--- config.mk ---
export PLATFORM = sky130hd
export DESIGN_NAME = at_command_receiver_top_flat
export DESIGN_NICKNAME = d
export VERILOG_FILES = /design/src/rtl/atcr_pkg.sv /design/src/rtl/atcr_if.sv /design/src/rtl/atcr_ctrl.sv /design/src/rtl/atcr_dp.sv /design/src/rtl/at_command_receiver_top.sv /design/src/flat_wrapper.sv
export SDC_FILE = /design/constraint.sdc
export NUM_CORES = 1
export LEC_CHECK = 0
export BUFFER_PORTS_ARGS = -buffer_cell sky130_fd_sc_hd__buf_2
export CAP_MARGIN = 20
export CORE_ASPECT_RATIO = 1.5
export CORE_MARGIN = 2
export CORE_UTILIZATION = 27
export CTS_CLUSTER_DIAMETER = 40
export DETAILED_ROUTE_END_ITERATION = 10
export PLACE_DENSITY = 0.42
export SYNTH_ARGS = -nofsm -noshare
export SYNTH_HDL_FRONTEND = slang
export SYNTH_SLANG_ARGS = --single-unit
--- constraint.sdc ---
create_clock -name clk -period 2.85 [get_ports clk]
set_input_delay 0.855 -clock clk [delete_from_list [all_inputs] [get_ports clk]]
set_output_delay 0.855 -clock clk [all_outputs]
set_load 0.05 [all_outputs]
--- src/rtl/atcr_pkg.sv ---
// shared constants and control types for the at command receiver
package atcr_pkg;

    localparam int MAX_COMMAND_CHARS = 15;

    localparam logic [7:0] CHAR_CR    = 8'h0D;
    localparam logic [7:0] CHAR_LF    = 8'h0A;
    localparam logic [7:0] CHAR_A_UP  = 8'h41;
    localparam logic [7:0] CHAR_A_LO  = 8'h61;
    localparam logic [7:0] CHAR_T_UP  = 8'h54;
    localparam logic [7:0] CHAR_T_LO  = 8'h74;
    localparam logic [7:0] CHAR_SLASH = 8'h2F;

    localparam logic OP_BYTE = 1'b0;
    localparam logic OP_DONE = 1'b1;

    // controller to datapath
    typedef struct packed {
        logic clear_len;
        logic store_byte;
        logic start_emit;
        logic repeat_req;
        logic load_out;
    } atcr_cmd_t;

    // datapath to controller
    typedef struct packed {
        logic op_done;
        logic is_cr;
        logic is_lf;
        logic is_a;
        logic is_t;
        logic is_slash;
        logic len_zero;
        logic at_last;
        logic out_free;
    } atcr_status_t;

endpackage

--- src/rtl/atcr_if.sv ---
// valid/ready channel interfaces for received bytes and command output
interface atcr_in_if;
    logic       valid;
    logic       ready;
    logic       opcode;
    logic [7:0] rx_byte;

    modport source (output valid, output opcode, output rx_byte, input ready);
    modport sink (input valid, input opcode, input rx_byte, output ready);
endinterface

interface atcr_out_if;
    logic       valid;
    logic       ready;
    logic [7:0] cmd_byte;
    logic       cmd_empty;
    logic       is_repeat;
    logic       last;

    modport source (output valid, output cmd_byte, output cmd_empty, output is_repeat,
                    output last, input ready);
    modport sink (input valid, input cmd_byte, input cmd_empty, input is_repeat,
                  input last, output ready);
endinterface

--- src/rtl/atcr_ctrl.sv ---
// parser and emission state machine of the at command receiver
module atcr_ctrl (
    input  logic                   clk,
    input  logic                   rst_n,
    input  logic                   in_valid,
    output logic                   in_ready,
    input  atcr_pkg::atcr_status_t sts,
    output atcr_pkg::atcr_cmd_t    cmd
);
    import atcr_pkg::*;

    typedef enum logic [5:0] {
        S_WAIT_CR  = 6'b000001,
        S_AFTER_CR = 6'b000010,
        S_AFTER_A  = 6'b000100,
        S_COLLECT  = 6'b001000,
        S_EMIT     = 6'b010000,
        S_BUSY     = 6'b100000
    } state_t;

    state_t state_reg;
    state_t state_next;
    logic   acc;
    logic   byte_acc;

    assign in_ready = (state_reg != S_EMIT);
    assign acc      = in_valid & in_ready;
    assign byte_acc = acc & ~sts.op_done;

    always_comb
    begin
        state_next = state_reg;
        cmd        = '0;
        case (state_reg)
            S_WAIT_CR:
            begin
                if (byte_acc)
                begin
                    state_next = sts.is_cr ? S_AFTER_CR : S_WAIT_CR;
                end
            end
            S_AFTER_CR:
            begin
                if (byte_acc)
                begin
                    if (sts.is_a)
                    begin
                        state_next = S_AFTER_A;
                    end
                    else if (!sts.is_lf)
                    begin
                        state_next = S_WAIT_CR;
                    end
                end
            end
            S_AFTER_A:
            begin
                if (byte_acc)
                begin
                    if (sts.is_t)
                    begin
                        state_next    = S_COLLECT;
                        cmd.clear_len = 1'b1;
                    end
                    else if (sts.is_slash)
                    begin
                        state_next     = S_EMIT;
                        cmd.start_emit = 1'b1;
                        cmd.repeat_req = 1'b1;
                    end
                    else
                    begin
                        state_next = S_WAIT_CR;
                    end
                end
            end
            S_COLLECT:
            begin
                if (byte_acc)
                begin
                    if (sts.is_cr)
                    begin
                        state_next     = S_EMIT;
                        cmd.start_emit = 1'b1;
                    end
                    else
                    begin
                        cmd.store_byte = 1'b1;
                    end
                end
            end
            S_EMIT:
            begin
                if (sts.out_free)
                begin
                    cmd.load_out = 1'b1;
                    if (sts.len_zero || sts.at_last)
                    begin
                        state_next = S_BUSY;
                    end
                end
            end
            S_BUSY:
            begin
                // bytes are swallowed until the consumer reports done
                if (acc && sts.op_done)
                begin
                    state_next = S_AFTER_CR;
                end
            end
            default:
            begin
                state_next = S_WAIT_CR;
            end
        endcase
    end

    always_ff @(posedge clk or negedge rst_n)
    begin
        if (!rst_n)
        begin
            state_reg <= S_WAIT_CR;
        end
        else
        begin
            state_reg <= state_next;
        end
    end

endmodule

--- src/rtl/atcr_dp.sv ---
// character decode, command store, read sequencing and output register
module atcr_dp #(
    parameter int MAX_CHARS = atcr_pkg::MAX_COMMAND_CHARS
) (
    input  logic                   clk,
    input  logic                   rst_n,
    input  logic                   opcode,
    input  logic [7:0]             rx_byte,
    input  atcr_pkg::atcr_cmd_t    cmd,
    output atcr_pkg::atcr_status_t sts,
    input  logic                   out_ready,
    output logic                   out_valid,
    output logic [7:0]             out_cmd_byte,
    output logic                   out_cmd_empty,
    output logic                   out_is_repeat,
    output logic                   out_last
);
    import atcr_pkg::*;

    localparam int LW = $clog2(MAX_CHARS + 1);
    localparam int IW = (MAX_CHARS > 1) ? $clog2(MAX_CHARS) : 1;

    logic [7:0]    mem [MAX_CHARS];
    logic [LW-1:0] len_reg;
    logic [LW-1:0] len_next;
    logic [IW-1:0] idx_reg;
    logic [IW-1:0] idx_next;
    logic          rep_reg;
    logic          rep_next;
    logic [7:0]    rd_data_reg;
    logic          out_valid_reg;
    logic          out_valid_next;
    logic [7:0]    byte_reg;
    logic          empty_reg;
    logic          repeat_reg;
    logic          last_reg;
    logic          len_full;
    logic          store_en;

    assign len_full = (len_reg >= LW'(MAX_CHARS));
    assign store_en = cmd.store_byte & ~len_full;

    assign sts.op_done  = (opcode == OP_DONE);
    assign sts.is_cr    = (rx_byte == CHAR_CR);
    assign sts.is_lf    = (rx_byte == CHAR_LF);
    assign sts.is_a     = (rx_byte == CHAR_A_UP) || (rx_byte == CHAR_A_LO);
    assign sts.is_t     = (rx_byte == CHAR_T_UP) || (rx_byte == CHAR_T_LO);
    assign sts.is_slash = (rx_byte == CHAR_SLASH);
    assign sts.len_zero = (len_reg == '0);
    assign sts.at_last  = ((LW'(idx_reg) + LW'(1)) == len_reg);
    assign sts.out_free = ~out_valid_reg | out_ready;

    always_comb
    begin
        len_next = len_reg;
        if (cmd.clear_len)
        begin
            len_next = '0;
        end
        else if (store_en)
        begin
            len_next = len_reg + LW'(1);
        end
    end

    always_comb
    begin
        idx_next = idx_reg;
        if (cmd.start_emit)
        begin
            idx_next = '0;
        end
        else if (cmd.load_out && !sts.at_last && !sts.len_zero)
        begin
            idx_next = idx_reg + IW'(1);
        end
    end

    assign rep_next       = cmd.start_emit ? cmd.repeat_req : rep_reg;
    assign out_valid_next = cmd.load_out ? 1'b1 : (out_ready ? 1'b0 : out_valid_reg);

    always_ff @(posedge clk or negedge rst_n)
    begin
        if (!rst_n)
        begin
            len_reg       <= '0;
            idx_reg       <= '0;
            rep_reg       <= 1'b0;
            out_valid_reg <= 1'b0;
        end
        else
        begin
            len_reg       <= len_next;
            idx_reg       <= idx_next;
            rep_reg       <= rep_next;
            out_valid_reg <= out_valid_next;
        end
    end

    // store write and registered read at the next emission index
    always_ff @(posedge clk)
    begin
        if (store_en)
        begin
            mem[len_reg[IW-1:0]] <= rx_byte;
        end
        rd_data_reg <= mem[idx_next];
    end

    always_ff @(posedge clk)
    begin
        if (cmd.load_out)
        begin
            byte_reg   <= sts.len_zero ? 8'h00 : rd_data_reg;
            empty_reg  <= sts.len_zero;
            repeat_reg <= rep_reg;
            last_reg   <= sts.len_zero | sts.at_last;
        end
    end

    assign out_valid     = out_valid_reg;
    assign out_cmd_byte  = byte_reg;
    assign out_cmd_empty = empty_reg;
    assign out_is_repeat = repeat_reg;
    assign out_last      = last_reg;

endmodule

--- src/rtl/at_command_receiver_top.sv ---
// top level of the at command receiver
//
//  channel | dir | payload                                | meaning
//  rx      | in  | opcode, rx_byte                        | serial byte or done request
//  cmd     | out | cmd_byte, cmd_empty, is_repeat, last   | one command character
//
// a finished command is sent at one character per cycle from the store read
// port while the output is not stalled; the first character is read ahead
// the rx side is held off only while characters are being read out
// downstream stalls hold the output register and the read index in place
// reset clears the parser, length and output valid; the store is not cleared
module at_command_receiver_top #(
    parameter int MAX_CHARS = atcr_pkg::MAX_COMMAND_CHARS
) (
    input  logic              clk,
    input  logic              rst_n,
    atcr_in_if.sink           rx,
    atcr_out_if.source        cmd
);
    import atcr_pkg::*;

    atcr_cmd_t    ctl_cmd;
    atcr_status_t ctl_sts;
    logic         rx_ready;

    // parser: tracks cr, lf, a, t or slash and sequences the readout
    atcr_ctrl u_ctrl (
        .clk      (clk),
        .rst_n    (rst_n),
        .in_valid (rx.valid),
        .in_ready (rx_ready),
        .sts      (ctl_sts),
        .cmd      (ctl_cmd)
    );

    // datapath: character decode, command store and output register
    atcr_dp #(
        .MAX_CHARS (MAX_CHARS)
    ) u_dp (
        .clk           (clk),
        .rst_n         (rst_n),
        .opcode        (rx.opcode),
        .rx_byte       (rx.rx_byte),
        .cmd           (ctl_cmd),
        .sts           (ctl_sts),
        .out_ready     (cmd.ready),
        .out_valid     (cmd.valid),
        .out_cmd_byte  (cmd.cmd_byte),
        .out_cmd_empty (cmd.cmd_empty),
        .out_is_repeat (cmd.is_repeat),
        .out_last      (cmd.last)
    );

    assign rx.ready = rx_ready;

`ifndef SYNTHESIS
    // while a command is only partly sent, no rx request may be taken
    a_no_rx_mid_command: assert property (@(posedge clk) disable iff (!rst_n)
        (cmd.valid && !cmd.last) |-> !rx.ready)
        else $error("rx request taken in the middle of a command");

    // the empty item stands alone and carries a zero character
    a_empty_item: assert property (@(posedge clk) disable iff (!rst_n)
        (cmd.valid && cmd.cmd_empty) |-> (cmd.last && cmd.cmd_byte == 8'h00))
        else $error("empty command item malformed");

    // a new output request only appears when the readout is running
    a_out_from_readout: assert property (@(posedge clk) disable iff (!rst_n)
        $rose(cmd.valid) |-> $past(!rx_ready))
        else $error("output request without readout");
`endif

endmodule

--- src/flat_wrapper.sv ---
// flat-port wrapper written by rule: the top's interface ports become plain ports
module at_command_receiver_top_flat import atcr_pkg::*;
#(
    parameter int MAX_CHARS = atcr_pkg::MAX_COMMAND_CHARS
)
  (clk, rst_n, rx_valid, rx_opcode, rx_rx_byte, rx_ready, cmd_valid, cmd_cmd_byte, cmd_cmd_empty, cmd_is_repeat, cmd_last, cmd_ready);
  atcr_in_if rx_i ();
  atcr_out_if cmd_i ();
  input  logic clk;
  input  logic rst_n;
  input wire logic [$bits(rx_i.valid)-1:0] rx_valid;
  input wire logic [$bits(rx_i.opcode)-1:0] rx_opcode;
  input wire logic [$bits(rx_i.rx_byte)-1:0] rx_rx_byte;
  output wire logic [$bits(rx_i.ready)-1:0] rx_ready;
  output wire logic [$bits(cmd_i.valid)-1:0] cmd_valid;
  output wire logic [$bits(cmd_i.cmd_byte)-1:0] cmd_cmd_byte;
  output wire logic [$bits(cmd_i.cmd_empty)-1:0] cmd_cmd_empty;
  output wire logic [$bits(cmd_i.is_repeat)-1:0] cmd_is_repeat;
  output wire logic [$bits(cmd_i.last)-1:0] cmd_last;
  input wire logic [$bits(cmd_i.ready)-1:0] cmd_ready;
  assign rx_i.valid = rx_valid;
  assign rx_i.opcode = rx_opcode;
  assign rx_i.rx_byte = rx_rx_byte;
  assign rx_ready = rx_i.ready;
  assign cmd_valid = cmd_i.valid;
  assign cmd_cmd_byte = cmd_i.cmd_byte;
  assign cmd_cmd_empty = cmd_i.cmd_empty;
  assign cmd_is_repeat = cmd_i.is_repeat;
  assign cmd_last = cmd_i.last;
  assign cmd_i.ready = cmd_ready;
  at_command_receiver_top #(.MAX_CHARS(MAX_CHARS)) u_core (.clk(clk), .rst_n(rst_n), .rx(rx_i), .cmd(cmd_i));
endmodule
==> impl_results.md, run 1 <==
* Internal power at 4070 uW
* Combinational share of power at 8.0%
* Via/cell ratio at 4.59
* Sequential element share of the synthesized area at 66.7%
* Multi-input combinational cell area at 0.00242 mm2
* Async S/R FF share, synth at 10.3%
* H-tree Lvls at 4
* Global Route Usage Sum at 14.5%
* Max FFs per register at 120
* Final period util at 97.2%
* Mapped cell area at 0.00674 mm2
* Gpl congestion at 0.758
* PD cells at 564 mW/mm2
* Sw Ratio at 21.7%
* Number of routed nets with antenna violations at 0
* Worst Max-Slew Pin Slew at 0.529 ns
* Worst skew pair latency at 0.43 ns
* Syn Nets at 483
* Synth Flop Type: edfxtp_1
* Type of destination of the critical path: flip-flop
* Max_slew headroom at 64.4%
* Grt ovf at 0
* HP Class: input port to async pin
* CTS max path bufs at 2
* DRT Pass-1 Iters at 4
* Yosys warns at 0
* Cell area after layout at 0.00923 mm2
* Max-cap violation count at 0
* Most frequent cells in the layout: edfxtp_1, buf_4, mux2i_1
* Clock share of power at 43.6%
* ANT cells at 0
* WP data required at 3.20 ns
* DRC errors left at 0
* Worst-path maximum fanout at 8
* Cell area after placement at 0.00801 mm2
* Vias after detailed routing at 4363
* Place WS at -0.512 ns
* Fmax at 361 MHz
* R2R Path End: u_core.u_dp.rd_data_reg[1]
* Most common cell after layout, fill and taps aside: edfxtp_1
* Global-route wire length before repair at 27700 um
* Area grow syn2layout at 36.9%
* Worst VDD drop at 0.352 mV
* WS Path Type: flip-flop to flip-flop
* R2R Setup Slk at 0.08 ns
* Hold Vio Cnt, Final at 0
* Synth unique cells at 69
* Die width at 133 um
* Sequential share of power at 48.4%
* Total wire length at 18600 um
* CTS clk-pin slew, worst paths at 0.06 ns
* Max Clock Skew at 0.00989 ns
* Root Driver: clkbuf_16
* Initial core utilization at 27.6%
* R2R depth at 11
* Final Critical Period at 2.77 ns
* Area leader, netlist: edfxtp_1
* CP startpoint kind: flip-flop
* Largest net degree at the start of global routing at 19
* Clk sinks at 155
* I/O pins at 26
* Post-Synthesis Cells at 465
* NetSw at 1130 uW
* RR Startpoint: u_core.u_ctrl.state_reg[5]
* Core ar. at 0.0244 mm2
* Initial antenna violation count at 0
* Share of cells above drive strength 1 at 42.6%
* Avg Cell Area, Syn at 14.5 um2
* DRT iter0 DRCs at 309
* Share of the synthesized area in the top cell type at 58.4%
* Die area at 0.0263 mm2
* Seq. cell area at 0.00450 mm2
* Status: finished clean
* Finished Core Util at 37.8%
* TritonCTS clock tree: yes
* Fillers at 2317
* Die Span Y at 197 um
* Worst path arrival time at 3.13 ns
* Final net count at 632
* Routed len/inst at 19.5 um
* Leakage at 0.00337 uW
* Top post-synthesis cells by area: edfxtp_1, mux2i_1, dfrtp_1
* Number of flops mapped to enable cells by yosys at 131
* Pins Over Slew Limit at 0
* HPWL after DPL at 12900 um
* Unrepaired setup endpoints after global routing: true
* Yosys reg bits at 155
* Setup violators final at 0
* Number of global-route vias before repair at 4686
* Port bufs at 25
* # rows at 70
* CTS Buf Count at 17
* Setup slack after layout at 0.0788 ns
## layout make-up
| class | count | share of cell area (%) |
|---|---|---|
| clock buffer | 23 | 4.96 |
| tap | 324 | 4.39 |
| clock inverter | 9 | 1.37 |
| inverter | 28 | 1.18 |
| timing repair buffer | 151 | 13.1 |
| sequential | 155 | 48.7 |
| multi-input combinational | 261 | 26.2 |
## synthesized netlist by cell type (5+ instances only)
library cell,n
a211oi_1,7
a21oi_1,10
a221oi_1,14
a2bb2oi_1,7
and2_1,9
buf_2,7
dfrtp_1,15
dfxtp_1,8
edfxtp_1,131
ha_1,5
inv_1,25
mux2_2,5
mux2i_1,48
nand2_1,16
nand2b_1,5
nand3b_1,5
nor2_1,29
nor3_1,23
o21ai_0,7
o221ai_1,9
xor2_1,5
## logic make-up (layout without fill, tap and decap cells)
group | Yosys count | after routing | synth area share (%)
flops | 155 | 155 | 66.7
simple gates | 119 | 119 | 9.73
compound gates | 72 | 72 | 8.56
mux | 54 | 54 | 8.30
buf+inv | 49 | 211 | 3.84
xor+xnor | 11 | 11 | 1.91
fa+ha+maj | 5 | 5 | 0.929
## stage by stage
stage	TNS, ns	total power (uW)	hold slack [ns]	cells
3_5_place_dp	-12.70	2950	0.493	897
4_1_cts	-0.448	5220	0.343	939
5_1_grt	-0.329	5370	0.353	951
6_report	0	5200	0.351	951
2_1_floorplan	0	2770	0.441	465
3_3_place_gp	-9.11	2940	0.499	897
## what timing repair did
item	4_1_cts	5_1_grt
resized for setup	42	46
hold buffers	0	0
buffers inserted	9	14
endpoints found under the setup margin	99	85
pin swaps	6	16
gates cloned	1	0
## worst max path at each step
stage / slack (ns) / endpoint / startpoint
CTS: -0.09 / u_core.u_dp.rd_data_reg[4] / u_core.u_dp.len_reg[1]
global route: -0.05 / u_core.u_dp.rd_data_reg[6] / u_core.u_ctrl.state_reg[5]
floorplan: 0.01 / u_core.u_dp.mem[11][0] / u_core.u_ctrl.state_reg[0]
global placement: -0.47 / u_core.u_dp.rd_data_reg[1] / rx_rx_byte[7]
finish: 0.08 / u_core.u_dp.rd_data_reg[1] / u_core.u_ctrl.state_reg[5]
detailed placement: -0.51 / u_core.u_dp.rd_data_reg[1] / rx_rx_byte[7]
## routing by layer
layer  wire, um  up-vias  track usage (%)
met1       7390     2155             16.1
li1           -     2079                -
met4        742        0             8.36
met3        550       38             3.03
met2       9900       91             25.8
met5          0        -                0
## worst max-delay path, stage by stage, from the launching register on
cell	delay (ns)
dfrtp_2	0.44
nor4b_4	0.39
and4_4	0.28
o21a_4	0.18
mux2i_4	0.29
buf_12	0.15
buf_16	0.14
mux2i_1	0.08
buf_4	0.14
a221oi_4	0.29
mux2i_4	0.14
a2bb2oi_1	0.16
## power by group through the flow
stage          Combinational (uW)  Clock, uW  Sequential (uW)
2_1_floorplan                 218          0             2550
3_3_place_gp                  380          0             2560
3_5_place_dp                  384          0             2560
4_1_cts                       386       2320             2520
5_1_grt                       455       2400             2520
6_report                      416       2270             2520
Power figures use the tool's default switching activity.
==> inputs of run 2 (changes only) <==
--- a/config.mk
+++ b/config.mk
@@ -10,6 +10,7 @@
 export CORE_ASPECT_RATIO = 1.5
 export CORE_MARGIN = 2
 export CORE_UTILIZATION = 27
+export CTS_BUF_LIST = sky130_fd_sc_hd__clkbuf_8
 export CTS_CLUSTER_DIAMETER = 40
 export DETAILED_ROUTE_END_ITERATION = 10
 export PLACE_DENSITY = 0.42
==> run 2 against run 1 <==
  * First-iteration DRC count down 11%
  * Largest cell class unchanged
  * Via count down 0.34%
  * Clock skew up 0.0065 ns
  * Clock power down 27%
  * Sequential share of layout area up 1.2 points
  * Die area unchanged
  * Highest routed layer unchanged
  * Critical path type unchanged
==> impl_results.md, run 2 (same netlist as run 1, synthesis figures left out) <==
* Top delay family on crit path: multiplexers (was simple AND/OR/NAND/NOR gates)
* Fillers at 2343 (was 2317)
* Max-cap violation count at 0 (unchanged)
* HP Class: input port to async pin (unchanged)
* Status: finished clean (unchanged)
* Final net count at 629 (was 632)
* Global-route wire length before repair at 27700 um (about the same)
* Final Critical Period at 2.83 ns (was 2.77 ns)
* Worst-path maximum fanout at 8 (unchanged)
* Slowest stage delay, CP at 0.45 ns (was 0.44 ns)
* Pins Over Slew Limit at 0 (unchanged)
* Max_slew headroom at 64.5% (was 64.4%)
* Sequential share of power at 54.7% (was 48.4%)
* Area grow syn2layout at 33.6% (was 36.9%)
* Met3 wire length at 533 um (was 550 um)
* Die Span Y at 197 um (unchanged)
* Clock share of power at 36.2% (was 43.6%)
* Worst VDD drop at 0.298 mV (was 0.352 mV)
* Type of destination of the critical path: flip-flop (unchanged)
* WP data required at 3.19 ns (was 3.20 ns)
* TritonCTS clock tree: yes (unchanged)
* Routed wl met2 at 10100 um (was 9900 um)
* PD cells at 510 mW/mm2 (was 564 mW/mm2)
* Gpl congestion at 0.758 (unchanged)
* Root Driver: clkbuf_8 (was clkbuf_16)
* Most frequent cells in the layout: edfxtp_1, buf_4, mux2i_1 (unchanged)
* WHS at 0.313 ns (was 0.351 ns)
* Via/cell ratio at 4.59 (about the same)
* Max Clock Skew at 0.0163 ns (was 0.00989 ns)
* Top Layer Used: met4 (unchanged)
* Sw Ratio at 22.9% (was 21.7%)
* Hold Vio Cnt, Final at 0 (unchanged)
* CTS Buf Count at 17 (unchanged)
* CP startpoint kind: flip-flop (unchanged)
* Fmax at 353 MHz (was 361 MHz)
* DRC errors left at 0 (unchanged)
* Clk sinks at 155 (unchanged)
* Routed len/inst at 19.6 um (was 19.5 um)
* Die width at 133 um (unchanged)
* # rows at 70 (unchanged)
* Leakage at 0.00329 uW (was 0.00337 uW)
* DRT met1 WL at 7360 um (was 7390 um)
* WS Path Type: flip-flop to flip-flop (unchanged)
* Setup violators final at 0 (unchanged)
* Vias after detailed routing at 4348 (was 4363)
* Multi-input combinational cell area at 0.00242 mm2 (about the same)
* Total wire length at 18500 um (was 18600 um)
* Worst skew pair latency at 0.47 ns (was 0.43 ns)
* WP buf/inv at 2 (was 3)
* Worst Max-Slew Pin Slew at 0.527 ns (was 0.529 ns)
* Number of global-route vias before repair at 4671 (was 4686)
* Worst path arrival time at 3.17 ns (was 3.13 ns)
* DRT iter0 DRCs at 274 (was 309)
* Grt ovf at 0 (unchanged)
* Die area at 0.0263 mm2 (unchanged)
* H-tree Lvls at 4 (unchanged)
* Final period util at 99.4% (was 97.2%)
* NetSw at 1050 uW (was 1130 uW)
* Combinational share of power at 9.0% (was 8.0%)
* Initial core utilization at 27.6% (unchanged)
* CTS max path bufs at 2 (unchanged)
* Most common cell after layout, fill and taps aside: edfxtp_1 (unchanged)
* Share of cells above drive strength 1 at 41.8% (was 42.6%)
* Initial antenna violation count at 0 (unchanged)
* Seq. cell area at 0.00450 mm2 (unchanged)
* Internal power at 3540 uW (was 4070 uW)
* Global Route Usage Sum at 14.5% (about the same)
* Number of routed nets with antenna violations at 0 (unchanged)
* Core ar. at 0.0244 mm2 (unchanged)
* ANT cells at 0 (unchanged)
* I/O pins at 26 (unchanged)
* Unrepaired setup endpoints after global routing: true (unchanged)
* Crit-path slowest cell: dfrtp_2 (unchanged)
* DRT Pass-1 Iters at 4 (unchanged)
* Port bufs at 25 (unchanged)
* Power Total at 4590 uW (was 5200 uW)
* HPWL after DPL at 12900 um (unchanged)
* Largest net degree at the start of global routing at 19 (unchanged)
* CTS clk-pin slew, worst paths at 0.08 ns (was 0.06 ns)
* Max FFs per register at 120 (unchanged)
* Ordered list of cells on the worst path: nor4b_4 > and4_4 > o21a_4 > mux2i_4 > buf_12 > buf_12 > mux2i_2 > a221oi_2 > mux2i_2 > a2bb2oi_1 (was nor4b_4 > and4_4 > o21a_4 > mux2i_4 > buf_12 > buf_16 > mux2i_1 > buf_4 > a221oi_4 > mux2i_4 > a2bb2oi_1)
-- run 2: cell types whose count changed in the layout (fill, tap and decap cells not counted), moves of 3 or more --
cell	delta
buf_4	-3
inv_1	+5
clkbuf_1	-5
clkbuf_16	-17
clkbuf_8	+17
-- run 2: worst paths after layout --
path | start | to | slack, ns | cells after the start
min reg2reg | u_core.u_dp.rd_data_reg[4] | u_core.u_dp.out_cmd_byte[4] | 0.51 | 1
min | rst_n | u_core.u_dp.idx_reg[3] | 0.31 | 1
max | u_core.u_ctrl.state_reg[5] | u_core.u_dp.rd_data_reg[2] | 0.02 | 10
max in group asynchronous | rst_n | u_core.u_ctrl.state_reg[0] | 2.22 | 1
max reg2reg | u_core.u_ctrl.state_reg[5] | u_core.u_dp.rd_data_reg[2] | 0.02 | 10
min in group clk | u_core.u_dp.rd_data_reg[4] | u_core.u_dp.out_cmd_byte[4] | 0.51 | 1
-- run 2: stage by stage --
stage,setup WS [ns],instance area [um2],cells,util [%],TNS (ns)
3_3_place_gp,-0.475,8010,897,32.8,-9.11
5_1_grt,-0.0691,9000,948,36.8,-0.386
4_1_cts,-0.0949,8720,940,35.7,-0.471
6_report,0.0180,9000,948,36.8,0
3_5_place_dp,-0.512,8010,897,32.8,-12.70
2_1_floorplan,0.0143,6790,465,-,0
-- run 2: cell type report --
class	count	share of cell area, %
timing repair buffer	148	13.1
inverter	28	1.21
clock inverter	14	1.61
multi-input combinational	261	26.8
tap	324	4.50
sequential	155	50.0
clock buffer	18	2.75
-- run 2: power by group through the flow --
stage | registers (uW) | logic [uW] | clock network (uW)
4_1_cts | 2510 | 386 | 1720
2_1_floorplan | 2550 | 218 | 0
3_5_place_dp | 2560 | 384 | 0
6_report | 2510 | 415 | 1660
5_1_grt | 2510 | 455 | 1800
3_3_place_gp | 2560 | 380 | 0
-- run 2: repair_timing --
action                     CTS  global route
hold buffers                 0             0
cloned                       1             0
setup buffers               10            12
setup endpoints to repair   93            90
pin swaps                    6            17
gates resized for setup     42            44
-- run 2: metal layers --
metal / GRT usage [%] / vias up
li1: - / 2067
met4: 7.96 / 0
met3: 2.87 / 32
met5: 0 / -
met2: 25.8 / 89
met1: 16.2 / 2160
-- run 2: worst reg2reg max path, stage by stage, from the launching register on --
cell and delay, ns:
dfrtp_2 0.45, nor4b_4 0.39, and4_4 0.29, o21a_4 0.19, mux2i_4 0.29, buf_12 0.15
buf_12 0.15, mux2i_2 0.28, a221oi_2 0.10, mux2i_2 0.30, a2bb2oi_1 0.12
==> inputs of run 3 (changes only) <==
--- a/config.mk
+++ b/config.mk
@@ -5,6 +5,7 @@
 export SDC_FILE = /design/constraint.sdc
 export NUM_CORES = 1
 export LEC_CHECK = 0
+export ABC_AREA = 1
 export BUFFER_PORTS_ARGS = -buffer_cell sky130_fd_sc_hd__buf_2
 export CAP_MARGIN = 20
 export CORE_ASPECT_RATIO = 1.5
==> run 3 against run 2 <==
  * Clock skew decreased by 0.0033 ns
  * Via count increased by 16%
  * Global-route usage increased by 0.98 points
  * Die area increased by 4.6%
  * Register-to-register slack improved by 0.28 ns
  * Sequential cell count unchanged
  * Critical path type unchanged
  * First-iteration DRC count increased by 85%
  * Core utilization decreased by 4.0 points
  * Fmax increased by 11%
==> impl_results.md, run 3 <==
* Status: finished clean (unchanged)
* Syn Nets at 705 (was 483)
* Pins Over Slew Limit at 0 (unchanged)
* Setup violators final at 0 (unchanged)
* TritonCTS clock tree: yes (unchanged)
* Largest net degree at the start of global routing at 37 (was 19)
* Most common cell after layout, fill and taps aside: nand3_1 (was edfxtp_1)
* Multi-input combinational cell area at 0.00197 mm2 (was 0.00242 mm2)
* I/O pins at 26 (unchanged)
* Gpl congestion at 0.832 (was 0.758)
* Sequential element share of the synthesized area at 63.7% (was 66.7%)
* Max_slew headroom at 72.0% (was 64.5%)
* Synth Area in Simple Gates at 25.2% (was 9.73%)
* Mux cell area share after synthesis at 0% (was 8.30%)
* Placed insts at 1078 (was 897)
* CTS clk-pin slew, worst paths at 0.09 ns (was 0.08 ns)
* Routed len/inst at 18.0 um (was 19.6 um)
* Core ar. at 0.0258 mm2 (was 0.0244 mm2)
* Fillers at 2678 (was 2343)
* Die area at 0.0275 mm2 (was 0.0263 mm2)
* Hold-fix buffers at CTS at 0 (unchanged)
* # rows at 72 (was 70)
* Most frequent cells in the layout: nand3_1, edfxtp_1, nand2_1 (was edfxtp_1, buf_4, mux2i_1)
* Final net count at 782 (was 629)
* PD cells at 538 mW/mm2 (was 510 mW/mm2)
* Combinational share of power at 3.9% (was 9.0%)
* Port bufs at 25 (unchanged)
* Setup total negative slack at 0 ns (unchanged)
* Max Clock Skew at 0.0130 ns (was 0.0163 ns)
* Post-Synth Adder-Cell Area at 0.887% (was 0.929%)
* Sw Ratio at 21.7% (was 22.9%)
* DRT Pass-1 Iters at 6 (was 4)
* HP Class: input port to async pin (unchanged)
* Synth top cells by count: nand3_1, edfxtp_1, nand2_1 (was edfxtp_1, mux2i_1, nor2_1)
* WP data required at 3.21 ns (was 3.19 ns)
* Initial core utilization at 27.4% (was 27.6%)
* Worst skew pair latency at 0.46 ns (was 0.47 ns)
* Synth Area in Compound Gates at 1.53% (was 8.56%)
* Worst Max-Slew Pin Slew at 0.421 ns (was 0.527 ns)
* Number of global-route vias before repair at 5185 (was 4671)
* Crit path top cell by count: nand3_1
* Synth Flop Type: edfxtp_1 (unchanged)
* Number of routed nets with antenna violations at 0 (unchanged)
* Share of cells above drive strength 1 at 18.0% (was 41.8%)
* Global-route wire length before repair at 31100 um (was 27700 um)
* Initial antenna violation count at 0 (unchanged)
* Global Route Usage Sum at 15.5% (was 14.5%)
* Crit-path slowest cell: dfrtp_1 (was dfrtp_2)
* Top post-synthesis cells by area: edfxtp_1, nand3_1, nand2_1 (was edfxtp_1, mux2i_1, dfrtp_1)
* Avg Cell Area, Syn at 10.3 um2 (was 14.5 um2)
* Setup Buffers After CTS at 0 (was 10)
* Post-Synthesis Cells at 687 (was 465)
* Final Critical Period at 2.55 ns (was 2.83 ns)
* Total wire length at 20000 um (was 18500 um)
* Slowest stage delay, CP at 0.43 ns (was 0.45 ns)
* Fin cells at 1110 (was 948)
* Die width at 136 um (was 133 um)
* Synth Area in XOR/XNOR at 0.248% (was 1.91%)
* Most instantiated library cell after synthesis: nand3_1 (was edfxtp_1)
* Worst-path maximum fanout at 29 (was 8)
* Root Driver: clkbuf_8 (unchanged)
* HPWL after DPL at 14300 um (was 12900 um)
* Area grow syn2layout at 19.8% (was 33.6%)
* Clk sinks at 155 (unchanged)
* Post-CTS resize count at 0 (was 42)
* Main combinational cell family by area after synthesis: simple AND/OR/NAND/NOR gates (unchanged)
* Leakage at 0.00349 uW (was 0.00329 uW)
* DRC errors left at 0 (unchanged)
* Ordered list of cells on the worst path: ha_1 > xnor2_1 > nand2_1 > nor2_1 > nand3_2 > nand3_4 > nand2_1 > nand2_2 > buf_6 > nand3_1 > nand3_1 > nand3_1 > nand3_1 > nand2_1 (was nor4b_4 > and4_4 > o21a_4 > mux2i_4 > buf_12 > buf_12 > mux2i_2 > a221oi_2 > mux2i_2 > a2bb2oi_1)
* WS Path Type: flip-flop to flip-flop (unchanged)
* Max FFs per register at 120 (unchanged)
* Power Total at 4550 uW (was 4590 uW)
* Fmax at 392 MHz (was 353 MHz)
* Setup slack after layout at 0.301 ns (was 0.0180 ns)
* H-tree Lvls at 4 (unchanged)
* Sequential share of power at 54.2% (was 54.7%)
* Synth unique cells at 35 (was 69)
* Number of flops mapped to enable cells by yosys at 131 (unchanged)
* ANT cells at 0 (unchanged)
* Yosys warns at 0 (unchanged)
* DRT iter0 DRCs at 507 (was 274)
* Final period util at 89.4% (was 99.4%)
* Seq. cell area at 0.00450 mm2 (about the same)
* CTS max path bufs at 2 (unchanged)
* Clock share of power at 41.9% (was 36.2%)
* Worst VDD drop at 0.200 mV (was 0.298 mV)
* Internal power at 3560 uW (was 3540 uW)
* Via/cell ratio at 4.52 (was 4.59)
* Type of destination of the critical path: flip-flop (unchanged)
* Place WS at -0.00160 ns (was -0.512 ns)
* CTS Buf Count at 17 (unchanged)
* Share of the synthesized area in the top cell type at 55.8% (was 58.4%)
* Hold Vio Cnt, Final at 0 (unchanged)
* Area leader, netlist: edfxtp_1 (unchanged)
* Grt ovf at 0 (unchanged)
* Vias after detailed routing at 5022 (was 4348)
* Worst path arrival time at 2.91 ns (was 3.17 ns)
* Max-cap violation count at 0 (unchanged)
* Yosys reg bits at 155 (unchanged)
* CP startpoint kind: flip-flop (unchanged)
* Mapped cell area at 0.00705 mm2 (was 0.00674 mm2)
* Async S/R FF share, synth at 10.3% (unchanged)
* NetSw at 986 uW (was 1050 uW)
* Unrepaired setup endpoints after global routing: false (was true)
* Die Span Y at 202 um (was 197 um)
==> run 3: cell count changes in the layout (fill, tap and decap cells not counted), sizes merged, moves of 8 or more <==
cell | previous run | this run
nor2 | 30 | 61
mux2i | 49 | 0
a211oi | 9 | 1
nand3 | 4 | 155
nand4 | 1 | 9
nand2 | 17 | 130
and2 | 9 | 0
a221oi | 15 | 0
o221ai | 9 | 0
nor3 | 24 | 6
inv | 31 | 113
buf | 148 | 84
==> run 3: final timing paths <==
path                       cells past startpoint  slack [ns]                    endpoint                   start
min in group clk                               0        0.52   u_core.u_dp.out_is_repeat     u_core.u_dp.rep_reg
min                                            1        0.32      u_core.u_dp.idx_reg[2]                   rst_n
max                                           14        0.30  u_core.u_dp.rd_data_reg[5]  u_core.u_dp.idx_reg[1]
max in group asynchronous                      1        2.20  u_core.u_ctrl.state_reg[0]                   rst_n
max reg2reg                                   14        0.30  u_core.u_dp.rd_data_reg[5]  u_core.u_dp.idx_reg[1]
min reg2reg                                    0        0.52   u_core.u_dp.out_is_repeat     u_core.u_dp.rep_reg
==> run 3: kinds of logic (layout without fill, tap and decap cells) <==
logic type / after synthesis / in the layout
xor+xnor: 2 / 2
buf+inv: 136 / 226
flops: 155 / 155
compound gates: 16 / 16
fa+ha+maj: 5 / 5
simple gates: 373 / 373
==> run 3: power by group through the flow <==
stage          Clock, uW  Combinational, uW  Sequential [uW]
3_3_place_gp           0                176             2520
5_1_grt             2040                199             2470
4_1_cts             1950                181             2470
6_report            1910                176             2470
3_5_place_dp           0                181             2520
2_1_floorplan          0               85.2             2520
==> run 3: per-stage QoR <==
step                instance area [um2]  utilization (%)  hold WS (ns)
floorplan                          7050                -         0.425
global placement                   8000             31.0         0.491
detailed placement                 8000             31.0         0.493
CTS                                8450             32.8         0.305
global route                       8450             32.8         0.307
finish                             8450             32.8         0.315
==> run 3: critical path, delay by kind of cell (launching register included) <==
kind                       cells  cell delay (ns)
and+or+nand+nor               11             1.21
DFF                            1             0.43
adders and majority gates      1             0.36
buffers and inverters          1             0.26
xor gates and xnor gates       1             0.17
==> run 3: cell type report <==
| class | instances | share of cell area, % |
|---|---|---|
| inverters | 110 | 4.88 |
| repair buffers | 84 | 8.39 |
| clock buffers | 17 | 2.77 |
| flip-flops and latches | 155 | 53.2 |
| well taps | 333 | 4.93 |
| clock inverters | 15 | 2.60 |
| multi-input cells | 396 | 23.3 |
==> run 3: layer usage <==
metal  share of wire [%]  wire [um]  up-vias  global-route usage, %
met5                   0          0        -                      0
met4                 4.3        859        0                   7.66
met3                 2.8        550       23                   2.61
met2                  54      10800       98                   28.1
met1                  39       7790     2449                   17.2
li1                    -          -     2452                      -
